### src/rtl/core/bcdcal_pkg.sv
// ----------------------------------------------------------------------------
// bcdcal_pkg
// Shared types, register codes and write masks of the bcd calendar clock.
// ----------------------------------------------------------------------------
package bcdcal_pkg;

  typedef logic [3:0] nibble_t;
  typedef logic [1:0] req_kind_t;

  localparam int BANK_DEPTH = 13;
  typedef logic [BANK_DEPTH-1:0][3:0] bank_t;
  typedef logic [BANK_DEPTH-1:0][7:0] ram_t;

  // request kinds
  localparam req_kind_t REQ_READ  = 2'd0;
  localparam req_kind_t REQ_WRITE = 2'd1;
  localparam req_kind_t REQ_TICK  = 2'd2;

  // bank select in mode bits 1:0
  localparam logic [1:0] BANK_TIME   = 2'd0;
  localparam logic [1:0] BANK_CTRL   = 2'd1;
  localparam logic [1:0] BANK_RAM_LO = 2'd2;
  localparam logic [1:0] BANK_RAM_HI = 2'd3;

  // special offsets
  localparam nibble_t OFF_BANK_LAST = 4'd12;
  localparam nibble_t OFF_MODE      = 4'hD;
  localparam nibble_t OFF_UNUSED    = 4'hE;
  localparam nibble_t OFF_CLEAR     = 4'hF;

  localparam int RUN_BIT   = 3;
  localparam int LEAP_IDX  = 11;
  localparam int CTRL_ONE  = 10;
  localparam int CLEAR_TOP = 4;

  // control bank after reset: all zero but entry ten
  localparam bank_t CTRL_RESET = bank_t'(4'd1) << (4 * CTRL_ONE);

  typedef struct packed {
    req_kind_t kind;
    nibble_t   offset;
    nibble_t   data;
  } req_t;

  function automatic nibble_t time_mask(input nibble_t idx);
    nibble_t m;
    case (idx)
      4'd0, 4'd2, 4'd4, 4'd7, 4'd9, 4'd11, 4'd12: m = 4'hF;
      4'd1, 4'd3, 4'd6:                           m = 4'h7;
      4'd5, 4'd8:                                 m = 4'h3;
      4'd10:                                      m = 4'h1;
      default:                                    m = 4'h0;
    endcase
    return m;
  endfunction

  function automatic nibble_t ctrl_mask(input nibble_t idx);
    nibble_t m;
    case (idx)
      4'd2, 4'd4: m = 4'hF;
      4'd3:       m = 4'h7;
      4'd5, 4'd11: m = 4'h3;
      4'd10:      m = 4'h1;
      default:    m = 4'h0;
    endcase
    return m;
  endfunction

endpackage

### src/rtl/core/bcdcal_tick.sv
// ----------------------------------------------------------------------------
// bcdcal_tick
// Next-second logic: bcd carry chain through time and calendar digits.
// ----------------------------------------------------------------------------
module bcdcal_tick (
  input  bcdcal_pkg::bank_t   time_cur,
  input  bcdcal_pkg::nibble_t leap_cur,
  output bcdcal_pkg::bank_t   time_next,
  output bcdcal_pkg::nibble_t leap_next
);
  import bcdcal_pkg::*;

  function automatic nibble_t inc4(input nibble_t v);
    return v + 4'd1;
  endfunction

  function automatic logic [7:0] dec2(input nibble_t tens, input nibble_t units);
    return ({4'b0, tens} << 3) + ({4'b0, tens} << 1) + {4'b0, units};
  endfunction

  function automatic logic [4:0] wday_inc(input nibble_t v);
    logic [4:0] s;
    s = {1'b0, v} + 5'd1;
    if (s >= 5'd14)     s = s - 5'd14;
    else if (s >= 5'd7) s = s - 5'd7;
    return s;
  endfunction

  function automatic nibble_t decade_inc(input nibble_t v);
    logic [4:0] s;
    s = {1'b0, v} + 5'd1;
    if (s >= 5'd10) s = s - 5'd10;
    return s[3:0];
  endfunction

  function automatic logic [4:0] month_days(input logic [7:0] mon, input logic leap_yr);
    logic [4:0] d;
    case (mon)
      8'd2:                      d = leap_yr ? 5'd29 : 5'd28;
      8'd4, 8'd6, 8'd9, 8'd11:   d = 5'd30;
      default:                   d = 5'd31;
    endcase
    return d;
  endfunction

  bank_t      t;
  logic       done;
  nibble_t    nib;
  nibble_t    hi_u;
  nibble_t    hi_t;
  logic [4:0] max_day;
  logic [4:0] wd;

  always_comb begin
    t        = time_cur;
    leap_next = leap_cur;
    done     = 1'b0;
    hi_u     = '0;
    hi_t     = '0;
    max_day  = 5'd31;
    wd       = '0;

    // seconds and minutes
    nib = inc4(time_cur[0]);
    if (nib <= 4'd9) begin
      t[0] = nib;
      done = 1'b1;
    end else begin
      t[0] = '0;
    end
    if (!done) begin
      nib = inc4(time_cur[1]);
      if (nib <= 4'd5) begin
        t[1] = nib;
        done = 1'b1;
      end else begin
        t[1] = '0;
      end
    end
    if (!done) begin
      nib = inc4(time_cur[2]);
      if (nib <= 4'd9) begin
        t[2] = nib;
        done = 1'b1;
      end else begin
        t[2] = '0;
      end
    end
    if (!done) begin
      nib = inc4(time_cur[3]);
      if (nib <= 4'd5) begin
        t[3] = nib;
        done = 1'b1;
      end else begin
        t[3] = '0;
      end
    end

    // hours
    if (!done) begin
      hi_u = inc4(time_cur[4]);
      hi_t = time_cur[5];
      if (hi_u > 4'd9) begin
        hi_u = '0;
        hi_t = inc4(time_cur[5]);
      end
      if (dec2(hi_t, hi_u) < 8'd24) begin
        t[4] = hi_u;
        t[5] = hi_t;
        done = 1'b1;
      end else begin
        t[4] = '0;
        t[5] = '0;
      end
    end

    // weekday and day of month
    if (!done) begin
      wd   = wday_inc(time_cur[6]);
      t[6] = wd[3:0];
      if (dec2(time_cur[10], time_cur[9]) >= 8'd1 && dec2(time_cur[10], time_cur[9]) <= 8'd12)
      begin
        max_day = month_days(dec2(time_cur[10], time_cur[9]), leap_cur == 4'd0);
      end
      hi_u = inc4(time_cur[7]);
      hi_t = time_cur[8];
      if (hi_u > 4'd9) begin
        hi_u = '0;
        hi_t = inc4(time_cur[8]);
      end
      if (dec2(hi_t, hi_u) <= {3'b0, max_day}) begin
        t[7] = hi_u;
        t[8] = hi_t;
        done = 1'b1;
      end else begin
        t[7] = 4'd1;
        t[8] = '0;
      end
    end

    // month
    if (!done) begin
      hi_u = inc4(time_cur[9]);
      hi_t = time_cur[10];
      if (hi_u > 4'd9) begin
        hi_u = '0;
        hi_t = inc4(time_cur[10]);
      end
      if (dec2(hi_t, hi_u) <= 8'd12) begin
        t[9]  = hi_u;
        t[10] = hi_t;
        done  = 1'b1;
      end else begin
        t[9]  = 4'd1;
        t[10] = '0;
      end
    end

    // year and leap counter
    if (!done) begin
      nib = inc4(time_cur[11]);
      if (nib > 4'd9) begin
        t[11] = '0;
        t[12] = decade_inc(time_cur[12]);
      end else begin
        t[11] = nib;
      end
      leap_next = {2'b00, leap_cur[1:0] + 2'd1};
    end

    time_next = t;
  end

endmodule

### src/rtl/core/bcdcal_regs.sv
// ----------------------------------------------------------------------------
// bcdcal_regs
// Register banks, mode register, host read/write decode and tick update.
// ----------------------------------------------------------------------------
module bcdcal_regs (
  input  logic                clk,
  input  logic                rst,
  input  logic                upd,
  input  bcdcal_pkg::req_t    req,
  output bcdcal_pkg::nibble_t rd_data
);
  import bcdcal_pkg::*;

  bank_t   time_digits;
  bank_t   ctrl_bank;
  ram_t    user_ram;
  nibble_t mode_reg;
  bank_t   time_next;
  nibble_t leap_next;

  bcdcal_tick u_tick (
    .time_cur  (time_digits),
    .leap_cur  (ctrl_bank[LEAP_IDX]),
    .time_next (time_next),
    .leap_next (leap_next)
  );

  // read mux
  always_comb begin
    rd_data = '0;
    if (req.kind == REQ_READ) begin
      if (req.offset == OFF_MODE) begin
        rd_data = mode_reg;
      end else if (req.offset <= OFF_BANK_LAST) begin
        unique case (mode_reg[1:0])
          BANK_TIME:   rd_data = time_digits[req.offset];
          BANK_CTRL:   rd_data = ctrl_bank[req.offset];
          BANK_RAM_LO: rd_data = user_ram[req.offset][3:0];
          BANK_RAM_HI: rd_data = user_ram[req.offset][7:4];
          default:     rd_data = '0;
        endcase
      end
    end
  end

  always_ff @(posedge clk) begin
    if (rst) begin
      time_digits <= '0;
      ctrl_bank   <= CTRL_RESET;
      user_ram    <= '0;
      mode_reg    <= '0;
    end else if (upd) begin
      case (req.kind)
        REQ_WRITE: begin
          if (req.offset == OFF_MODE) begin
            mode_reg <= req.data;
          end else if (req.offset == OFF_CLEAR) begin
            if (req.data[0]) begin
              ctrl_bank[CLEAR_TOP:0] <= '0;
            end
          end else if (req.offset <= OFF_BANK_LAST) begin
            unique case (mode_reg[1:0])
              BANK_TIME:   time_digits[req.offset] <= req.data & time_mask(req.offset);
              BANK_CTRL:   ctrl_bank[req.offset]   <= req.data & ctrl_mask(req.offset);
              BANK_RAM_LO: user_ram[req.offset][3:0] <= req.data;
              BANK_RAM_HI: user_ram[req.offset][7:4] <= req.data;
              default:     ;
            endcase
          end
        end
        REQ_TICK: begin
          if (mode_reg[RUN_BIT]) begin
            time_digits         <= time_next;
            ctrl_bank[LEAP_IDX] <= leap_next;
          end
        end
        default: ;
      endcase
    end
  end

`ifndef SYNTHESIS
  a_idle_holds: assert property (@(posedge clk) disable iff (rst)
    !upd |=> $stable(time_digits) && $stable(ctrl_bank) && $stable(user_ram)
             && $stable(mode_reg))
    else $error("state changed without a beat");

  a_stopped_tick: assert property (@(posedge clk) disable iff (rst)
    upd && req.kind == REQ_TICK && !mode_reg[RUN_BIT] |=> $stable(time_digits)
                                                          && $stable(ctrl_bank))
    else $error("tick advanced a stopped clock");

  a_mode_write: assert property (@(posedge clk) disable iff (rst)
    upd && req.kind == REQ_WRITE && req.offset == OFF_MODE |=> mode_reg == $past(req.data))
    else $error("mode write lost");

  a_clear: assert property (@(posedge clk) disable iff (rst)
    upd && req.kind == REQ_WRITE && req.offset == OFF_CLEAR && req.data[0]
      |=> ctrl_bank[CLEAR_TOP:0] == '0)
    else $error("control clear incomplete");

  a_ctrl_width: assert property (@(posedge clk) disable iff (rst)
    ctrl_bank[CTRL_ONE][3:1] == 3'd0 && ctrl_bank[LEAP_IDX][3:2] == 2'd0)
    else $error("control entry out of range");
`endif

endmodule

### src/rtl/core/bcd_calendar_clock_registers.sv
// ----------------------------------------------------------------------------
// bcd_calendar_clock_registers
// BCD real-time clock and calendar with sixteen nibble registers.
// ----------------------------------------------------------------------------
// Each beat on the slave side is a read, a write, a one-second tick or a
// no-op and gives exactly one result beat. A beat is taken into an input
// register, the register update and the read mux run once the output
// register can advance, and the result lands in the output register; one
// beat per cycle is sustained while m_tready stays high. The bcd carry chain
// through seconds, minutes, hours, day, month and year is the longest path.
// tready falls only while the output register is held by a low m_tready and
// the input register is full. Offsets 0 to 12 reach the bank chosen by mode
// bits 1:0, offset 13 is the mode register, bit 3 of which enables ticks.
module bcd_calendar_clock_registers (
  input  logic       clk,
  input  logic       rst,
  input  logic       s_tvalid,
  output logic       s_tready,
  input  logic [7:0] s_tdata,   // reg_offset[3:0], write_data[7:4]
  input  logic [1:0] s_tuser,   // req_type[1:0]
  output logic       m_tvalid,
  input  logic       m_tready,
  output logic [7:0] m_tdata    // read_data[3:0], zero[7:4]
);
  import bcdcal_pkg::*;

  logic    in_valid;
  req_t    in_req;
  logic    advance;
  logic    upd;
  nibble_t rd_data;
  nibble_t out_data;

  assign advance  = !m_tvalid || m_tready;
  assign s_tready = !in_valid || advance;
  assign upd      = in_valid && advance;

  bcdcal_regs u_regs (
    .clk     (clk),
    .rst     (rst),
    .upd     (upd),
    .req     (in_req),
    .rd_data (rd_data)
  );

  always_ff @(posedge clk) begin
    if (rst) begin
      in_valid <= 1'b0;
      m_tvalid <= 1'b0;
    end else begin
      if (advance) begin
        m_tvalid <= in_valid;
      end
      if (s_tready) begin
        in_valid <= s_tvalid;
      end
    end
  end

  always_ff @(posedge clk) begin
    if (upd) begin
      out_data <= rd_data;
    end
    if (s_tready && s_tvalid) begin
      in_req.kind   <= s_tuser;
      in_req.offset <= s_tdata[3:0];
      in_req.data   <= s_tdata[7:4];
    end
  end

  assign m_tdata = {4'b0000, out_data};

endmodule

### config.mk
export PLATFORM = sky130hd
export DESIGN_NAME = bcd_calendar_clock_registers
export DESIGN_NICKNAME = d
export VERILOG_FILES = /design/src/rtl/core/bcdcal_pkg.sv /design/src/rtl/core/bcdcal_tick.sv /design/src/rtl/core/bcdcal_regs.sv /design/src/rtl/core/bcd_calendar_clock_registers.sv
export SDC_FILE = /design/constraint.sdc
export NUM_CORES = 1
export LEC_CHECK = 0
export BUFFER_PORTS_ARGS = -buffer_cell sky130_fd_sc_hd__buf_2
export CAP_MARGIN = 30
export CELL_PAD_IN_SITES_DETAIL_PLACEMENT = 0
export CELL_PAD_IN_SITES_GLOBAL_PLACEMENT = 1
export CORE_MARGIN = 4
export CORE_UTILIZATION = 50
export CTS_BUF_LIST = sky130_fd_sc_hd__clkbuf_8
export DETAILED_ROUTE_END_ITERATION = 8
export PLACE_DENSITY = 0.93
export SYNTH_ARGS = -nofsm -noshare
export SYNTH_HDL_FRONTEND = slang
export SYNTH_SLANG_ARGS = --single-unit
export TNS_END_PERCENT = 10
### constraint.sdc
create_clock -name clk -period 5.53 [get_ports clk]
set_clock_uncertainty 0.1 [all_clocks]
set_input_delay 0.553 -clock clk [delete_from_list [all_inputs] [get_ports clk]]
set_output_delay 0.553 -clock clk [all_outputs]
set_load 0.02 [all_outputs]
[Yosys cells after proc, flatten, opt, wreduce, memory -nomap -nowiden]
Memory sizes are Yosys's and may differ from the RTL's. A register that Yosys moved wholly into a read port is not among the register bits.
Cells that the tools add are included.
Word-level totals
  register bits: 228
  memory bits (read-only): 64
  input bits: 14
  logic and storage cells: 259
  memories: 1
Memories
  (no name shown): words 16, bits a word 4, read ports 1, clocked after Yosys merged registers in 1, wr ports 0, RTL line bcdcal_pkg.sv:47  | case (idx)
Cells by class
  add/sub/neg operators: 25
  order comparisons: 19
  equality and inequality tests: 33
  multiplexer cells: 99
  bitwise logic cells: 4
  reductions and logical operators: 32
Operators by type and width (number)
  2-to-1 mux 52 bit: 5
  bitwise mux 104 bit: 2
  case mux 104 bit (2 select lines): 1
  2-to-1 mux 4 bit: 47
  2-to-1 mux 48 bit: 3
  bitwise mux 52 bit: 2
  case mux 52 bit (2 select lines): 1
  demux 8 bit (select 4 bit): 2
  2-to-1 mux 8 bit: 8
  AND reduction 8 bit: 8
  adder 4 x 1 -> 4 bit, second input constant: 11
  2-to-1 mux 20 bit: 2
  adder 7 x 5 -> 8 bit: 4
  adder 8 x 4 -> 8 bit: 4
  binary-select mux 4 bit (select 4 bit): 2
  binary-select mux 8 bit (select 4 bit): 1
  case mux 4 bit (4 select lines): 2
  2-to-1 mux 28 bit: 1
  != test 2 bit, second input constant: 13
  AND reduction 6 bit: 3
  demux 4 bit (select 4 bit): 1
  equality test 4 bit, second input constant: 4
  equality test 8 x 3 -> 1 bit, second input constant: 2
  equality test 8 x 4 -> 1 bit, second input constant: 2
  40 further kinds: 81

[Longest topological paths before layout]
  depth in word-level cells: 27
  depth in mapped cells: 20
  depth with buffers taken out: 17

[Cells and area by module]
A second synthesis with hierarchy kept.
Second synthesis, totals
  cell total of the unflattened synthesis: 1705
  area, all modules: 14318.7 µm²
Modules (own cells, without submodules)
  bcdcal_regs: instances 1, cells each 1238, area an instance 10591.4 µm², sequential area each 4244.1 µm²
  bcdcal_tick: instances 1, cells each 438, area an instance 3169.3 µm², sequential area each 0.0 µm²
  bcd_calendar_clock_registers: instances 1, cells each 29, area an instance 558.0 µm², sequential area each 460.4 µm²

[Worst setup path after synthesis]
No wires, ideal clock.
  kind: register to register
  start: reg u_regs.time_digits[16] in the netlist's numbering
  end: reg u_regs.time_digits[36] in the netlist's numbering
  arrival time: 4.283 ns
  required time: 5.292 ns
  setup slack: 1.008 ns
  cell stages (with the launch flop): 20
  clock period less this slack: 4.522 ns
  path through: dfxtp_1 > ha_1 > nor2b_1 > nor2_1 > or2_2 > nand2_1 > xnor2_1 > fa_1 > inv_1 > fa_1 > nor2_1 > or3_1 > a21o_1 > or4_1 > buf_2 > o211a_1 > buf_6 > buf_6 > a31oi_1 > a311oi_2
Between the ends
  word-level cells in the longest chain between the ends: 12
  elaborated cells on any way between the ends: 14
  classes of those cells: add/sub (3); order compare (2); eq/ne (1); mux (7); reduce/logical (1)
RTL lines
  from (decl): RTL line bcdcal_regs.sv:14  | bank_t time_digits;
  from (signal, indexed assignment): RTL line bcdcal_regs.sv:63  | BANK_TIME: time_digits[req.offset] <= req.data & time_mask(req.offset);
  from (signal assigned): RTL line bcdcal_regs.sv:73  | time_digits <= time_next;
  adder 4 x 1 -> 4 bit (*): RTL line bcdcal_tick.sv:14  | return v + 4'd1;
  greater-than comparator 4 bit: RTL line bcdcal_tick.sv:103  | if (hi_u > 4'd9) begin
  2-to-1 mux 4 bit: RTL line bcdcal_tick.sv:103
  2-to-1 mux 4 bit: RTL line bcdcal_tick.sv:100  | if (!done) begin
  adder 7 x 5 -> 8 bit: RTL line bcdcal_tick.sv:18  | return ({4'b0, tens} << 3) + ({4'b0, tens} << 1) + {4'b0, units};
  adder 8 x 4 -> 8 bit (*): RTL line bcdcal_tick.sv:18
  < comparator 8 x 5 -> 1 bit (*): RTL line bcdcal_tick.sv:107  | if (dec2(hi_t, hi_u) < 8'd24) begin
  2-to-1 mux 1 bit (*): RTL line bcdcal_tick.sv:107
  2-to-1 mux 1 bit (*): RTL line bcdcal_tick.sv:100
  2-to-1 mux 1 bit (*): RTL line bcdcal_tick.sv:118  | if (!done) begin
  != test 2 bit (no line) (*)
  AND reduction 8 bit (no line) (*)
Every way passes the cells marked *; elsewhere a longest branch is shown, timed or not. The select of a mux whose other input is x is not followed.
A chain may end at the register's enable or synchronous reset.

[Worst setup path in the final report]
  start: reg u_regs.time_digits[16] in the netlist's numbering
  end: reg u_regs.time_digits[37] in the netlist's numbering
The elaborated chain is that of the path after synthesis.

==> flow_metrics.py <==
metrics = {
    "global_route": {
        "grt_pass1_wl_um": 59720,
        "grt_pass1_vias": 11060,
        "track_usage_pct": 24.00,
        "antenna_found_initial": 0,
        "grt_max_degree": 128,
        "overflow": 0,
    },
    "critical_path": {
        "cp.required_ns": 5.87,
        "cp_cell_sequence": "ha_1, nor2b_1, nor2_1, or2_2, nand2_1, xnor2_1, fa_1, inv_1, fa_1, nor2_1, or3_1, a21o_1, or4_1, o211a_1, and3_4, a211oi_1",
        "slowest_delay_ns": 0.69,
        "critPathMaxFanout": 19,
        "slowest_stage": "or4_1",
        "arrival_ns": 5.48,
        "crit_path_end_kind": "flip-flop",
        "worst_path_dominant_cell_family": "simple AND/OR/NAND/NOR gates",
        "cp_num_buf_inv": 1,
        "startpoint_type": "flip-flop",
        "path_class": "flip-flop to flip-flop",
    },
    "clock_network": {
        "cts_tree": "built",
        "clock_latency_ns": 0.54,
        "post-cts-setup-buffers": 0,
        "cts-buffers-inserted": 39,
        "ctsHtreeMaxLevel": 2,
        "post_cts_resized": 0,
        "cts_root_buf": "clkbuf_8",
        "cts.sink_count": 232,
        "cts_buffer_depth": 3,
        "path_clk_slew_ns": 0.06,
        "hold_buffers": 0,
    },
    "worst_hold_path": {
        "hp-class": "primary input to flip-flop",
    },
    "synthesis": {
        "netlist-cell-type-count": 79,
        "yosysSeqAreaShare_pct": 35.35,
        "synth_edf_count": 14,
        "ys_seq_elements": 232,
        "synth_cells": 1566,
        "synth_top_flop_cell": "dfxtp_1",
        "synth-async-reset-ratio_pct": 0,
        "syn_area_per_cell_um2": 8.643,
        "yosys_warnings": 0,
        "netlist_area_um2": 13530,
    },
    "timing": {
        "rsz0062_at_grt": "false",
        "fin_tns_setup_ns": 0,
        "setup_viol": 0,
        "tightest_slew_ns": 1.016,
        "drv_slew": 0,
        "fin_crit_sh_pct": 92.97,
        "slew_headroom_pct": 32.25,
        "fmax_mhz": 194.5,
        "final_hold_viol_count": 0,
        "min_period_ns": 5.141,
    },
    "outcome": {
        "status": "complete, no violations",
    },
    "cells_and_area": {
        "finalInstanceArea_um2": 14450,
        "stdcell_count": 1898,
        "regMostFlops": "u_regs.user_ram",
        "fillCellCount": 2377,
        "areaGrowthSynthToFinish_pct": 6.740,
        "layout.nets": 1622,
        "largest_reg_flops": 104,
        "antennaDiodeCount": 0,
        "drive_above_1_share_pct": 10.81,
        "top_regs": "u_regs.user_ram x104, u_regs.ctrl_bank x52, u_regs.time_digits x52",
        "final_core_util_pct": 54.82,
    },
    "drt": {
        "drt-pass1-iter-count": 5,
        "drt_wl_total_um": 36970,
        "drtIter0Drc": 1134,
        "vias_per_cell": 6.282,
        "vias": 11920,
        "detail-route-antenna-nets": 0,
        "wire_per_inst_um": 19.48,
        "drc": 0,
    },
    "die": {
        "start_util_pct": 51.36,
        "dieArea_um2": 29760,
        "fp-row-count": 59,
        "pin_count": 24,
        "die_y_um": 172.5,
        "coreArea_um2": 26350,
        "die-width_um": 172.5,
    },
    "placed_design": {
        "placed_area_um2": 13750,
        "place_congestion": 0.8739,
        "place_inst": 1833,
        "numPortBuffers": 19,
        "dp_hpwl_um": 25330,
    },
    "flow_run": {
        "maxCapViolations": 0,
    },
    "power": {
        "power_density_nw_per_um2": 233.6,
        "total_leakage_power_nw": 5.270,
        "peakVddDrop_mv": 0.1520,
    },
}
[worst paths after layout]
path,start,cells after the start,slack (ns),endpoint
worst max register to register,u_regs.time_digits[16],16,0.39,u_regs.time_digits[37]
worst max-delay path,u_regs.time_digits[16],16,0.39,u_regs.time_digits[37]
worst min register to register,u_regs.ctrl_bank[27],1,0.36,u_regs.ctrl_bank[27]
worst min-delay path,s_tdata[6],1,0.09,in_req[2]
[cells in the mapped netlist (15+ instances only)]
cell      number  share of area (%)
and2_1        40                1.8
o21ai_0      133                4.9
nand3_1       35                1.3
a21oi_1      145                5.4
inv_1         69                1.9
a31oi_1       15               0.69
nor2_1       151                4.2
nor2b_1       24                1.1
a211oi_1      25                1.4
clkbuf_1      84                2.3
nand2_1      156                4.3
a22oi_1       16               0.89
nand2b_1      25                1.2
mux2i_1       47                3.5
ha_1          60                5.5
dfxtp_1      218                 32
mux4_2        53                8.8
[cells by family (layout without fill, tap and decap cells)]
logic type      after synthesis  count (layout)  share of synthesized area, %
buf+inv                     177             171                         5.260
mux                         107             107                         12.88
other cells                   1               4                       0.02771
fa+ha+maj                    68              68                         6.730
xor+xnor                     16              16                         1.035
simple gates                510             510                         17.88
compound gates              455             455                         20.84
flops                       232             232                         35.35
[placed cells by master (no fill, tap or decap), types with 6 or more instances in the layout]
cell,count
edfxtp_1,14
nor2b_1,24
nor3_1,12
o21ai_0,133
o22ai_1,14
a31oi_1,15
nand2b_1,25
mux4_2,53
nand3_1,35
dfxtp_1,218
inv_1,86
o211ai_1,7
nor3b_1,6
xor2_1,7
o221ai_1,7
xnor2_1,9
nand4_1,7
a311oi_1,7
ha_1,60
a21o_1,7
o21a_1,6
a21oi_1,145
a22oi_1,16
nand2_1,156
buf_2,18
mux2_2,7
and3_1,14
mux2i_1,47
a211oi_1,25
and2_1,40
or2_2,8
buf_4,19
fa_1,8
nor4_1,6
nor2_1,151
clkbuf_8,44
o211a_1,6
nand3b_1,6
[area by class of cell]
class                      count  area [um2]  area share, %
inverter                      69       259.0          1.793
clock inverter                20       85.08         0.5889
multi-input combinational   1160        8049          55.72
sequential                   232        4785          33.12
tap                          335       419.2          2.901
clock buffer                  44       605.6          4.192
timing repair buffer          38       244.0          1.689
[routing by layer]
metal | track usage (%) | vias to the layer above | routed length, um
li1 | - | 5601 | -
met1 | 34.06 | 5725 | 16240
met2 | 37.83 | 513 | 16540
met3 | 4.039 | 85 | 3139
met4 | 7.285 | 0 | 1045
met5 | 0 | - | 0
[report_power, final]
part / total, mW / leakage [nW] / switching, mW / internal [mW]
registers: 1.71 / 1.89 / 0.0108 / 1.70
logic: 0.262 / 2.96 / 0.192 / 0.0694
clock network: 1.40 / 0.415 / 0.680 / 0.721
total: 3.37 / 5.27 / 0.883 / 2.49
[metrics by stage]
step	hold slack [ns]	worst slack (ns)	total power [mW]
finish	0.08939	0.3888	3.375
global placement	0.3373	0.6218	2.000
CTS	0.06304	0.4636	3.391
floorplan	0.3241	1.008	1.927
global route	0.07521	0.04295	3.500
detailed placement	0.3401	0.4826	2.003
[worst register-to-register path: stages (launching register included)]
cell and delay (ns):
dfxtp_1 0.35, ha_1 0.27, nor2b_1 0.29, nor2_1 0.10, or2_2 0.34, nand2_1 0.09, xnor2_1 0.12, fa_1 0.59
inv_1 0.07, fa_1 0.57, nor2_1 0.04, or3_1 0.30, a21o_1 0.19, or4_1 0.69, o211a_1 0.41, and3_4 0.29
a211oi_1 0.23
No activity file was read; power rests on OpenSTA's default activity.
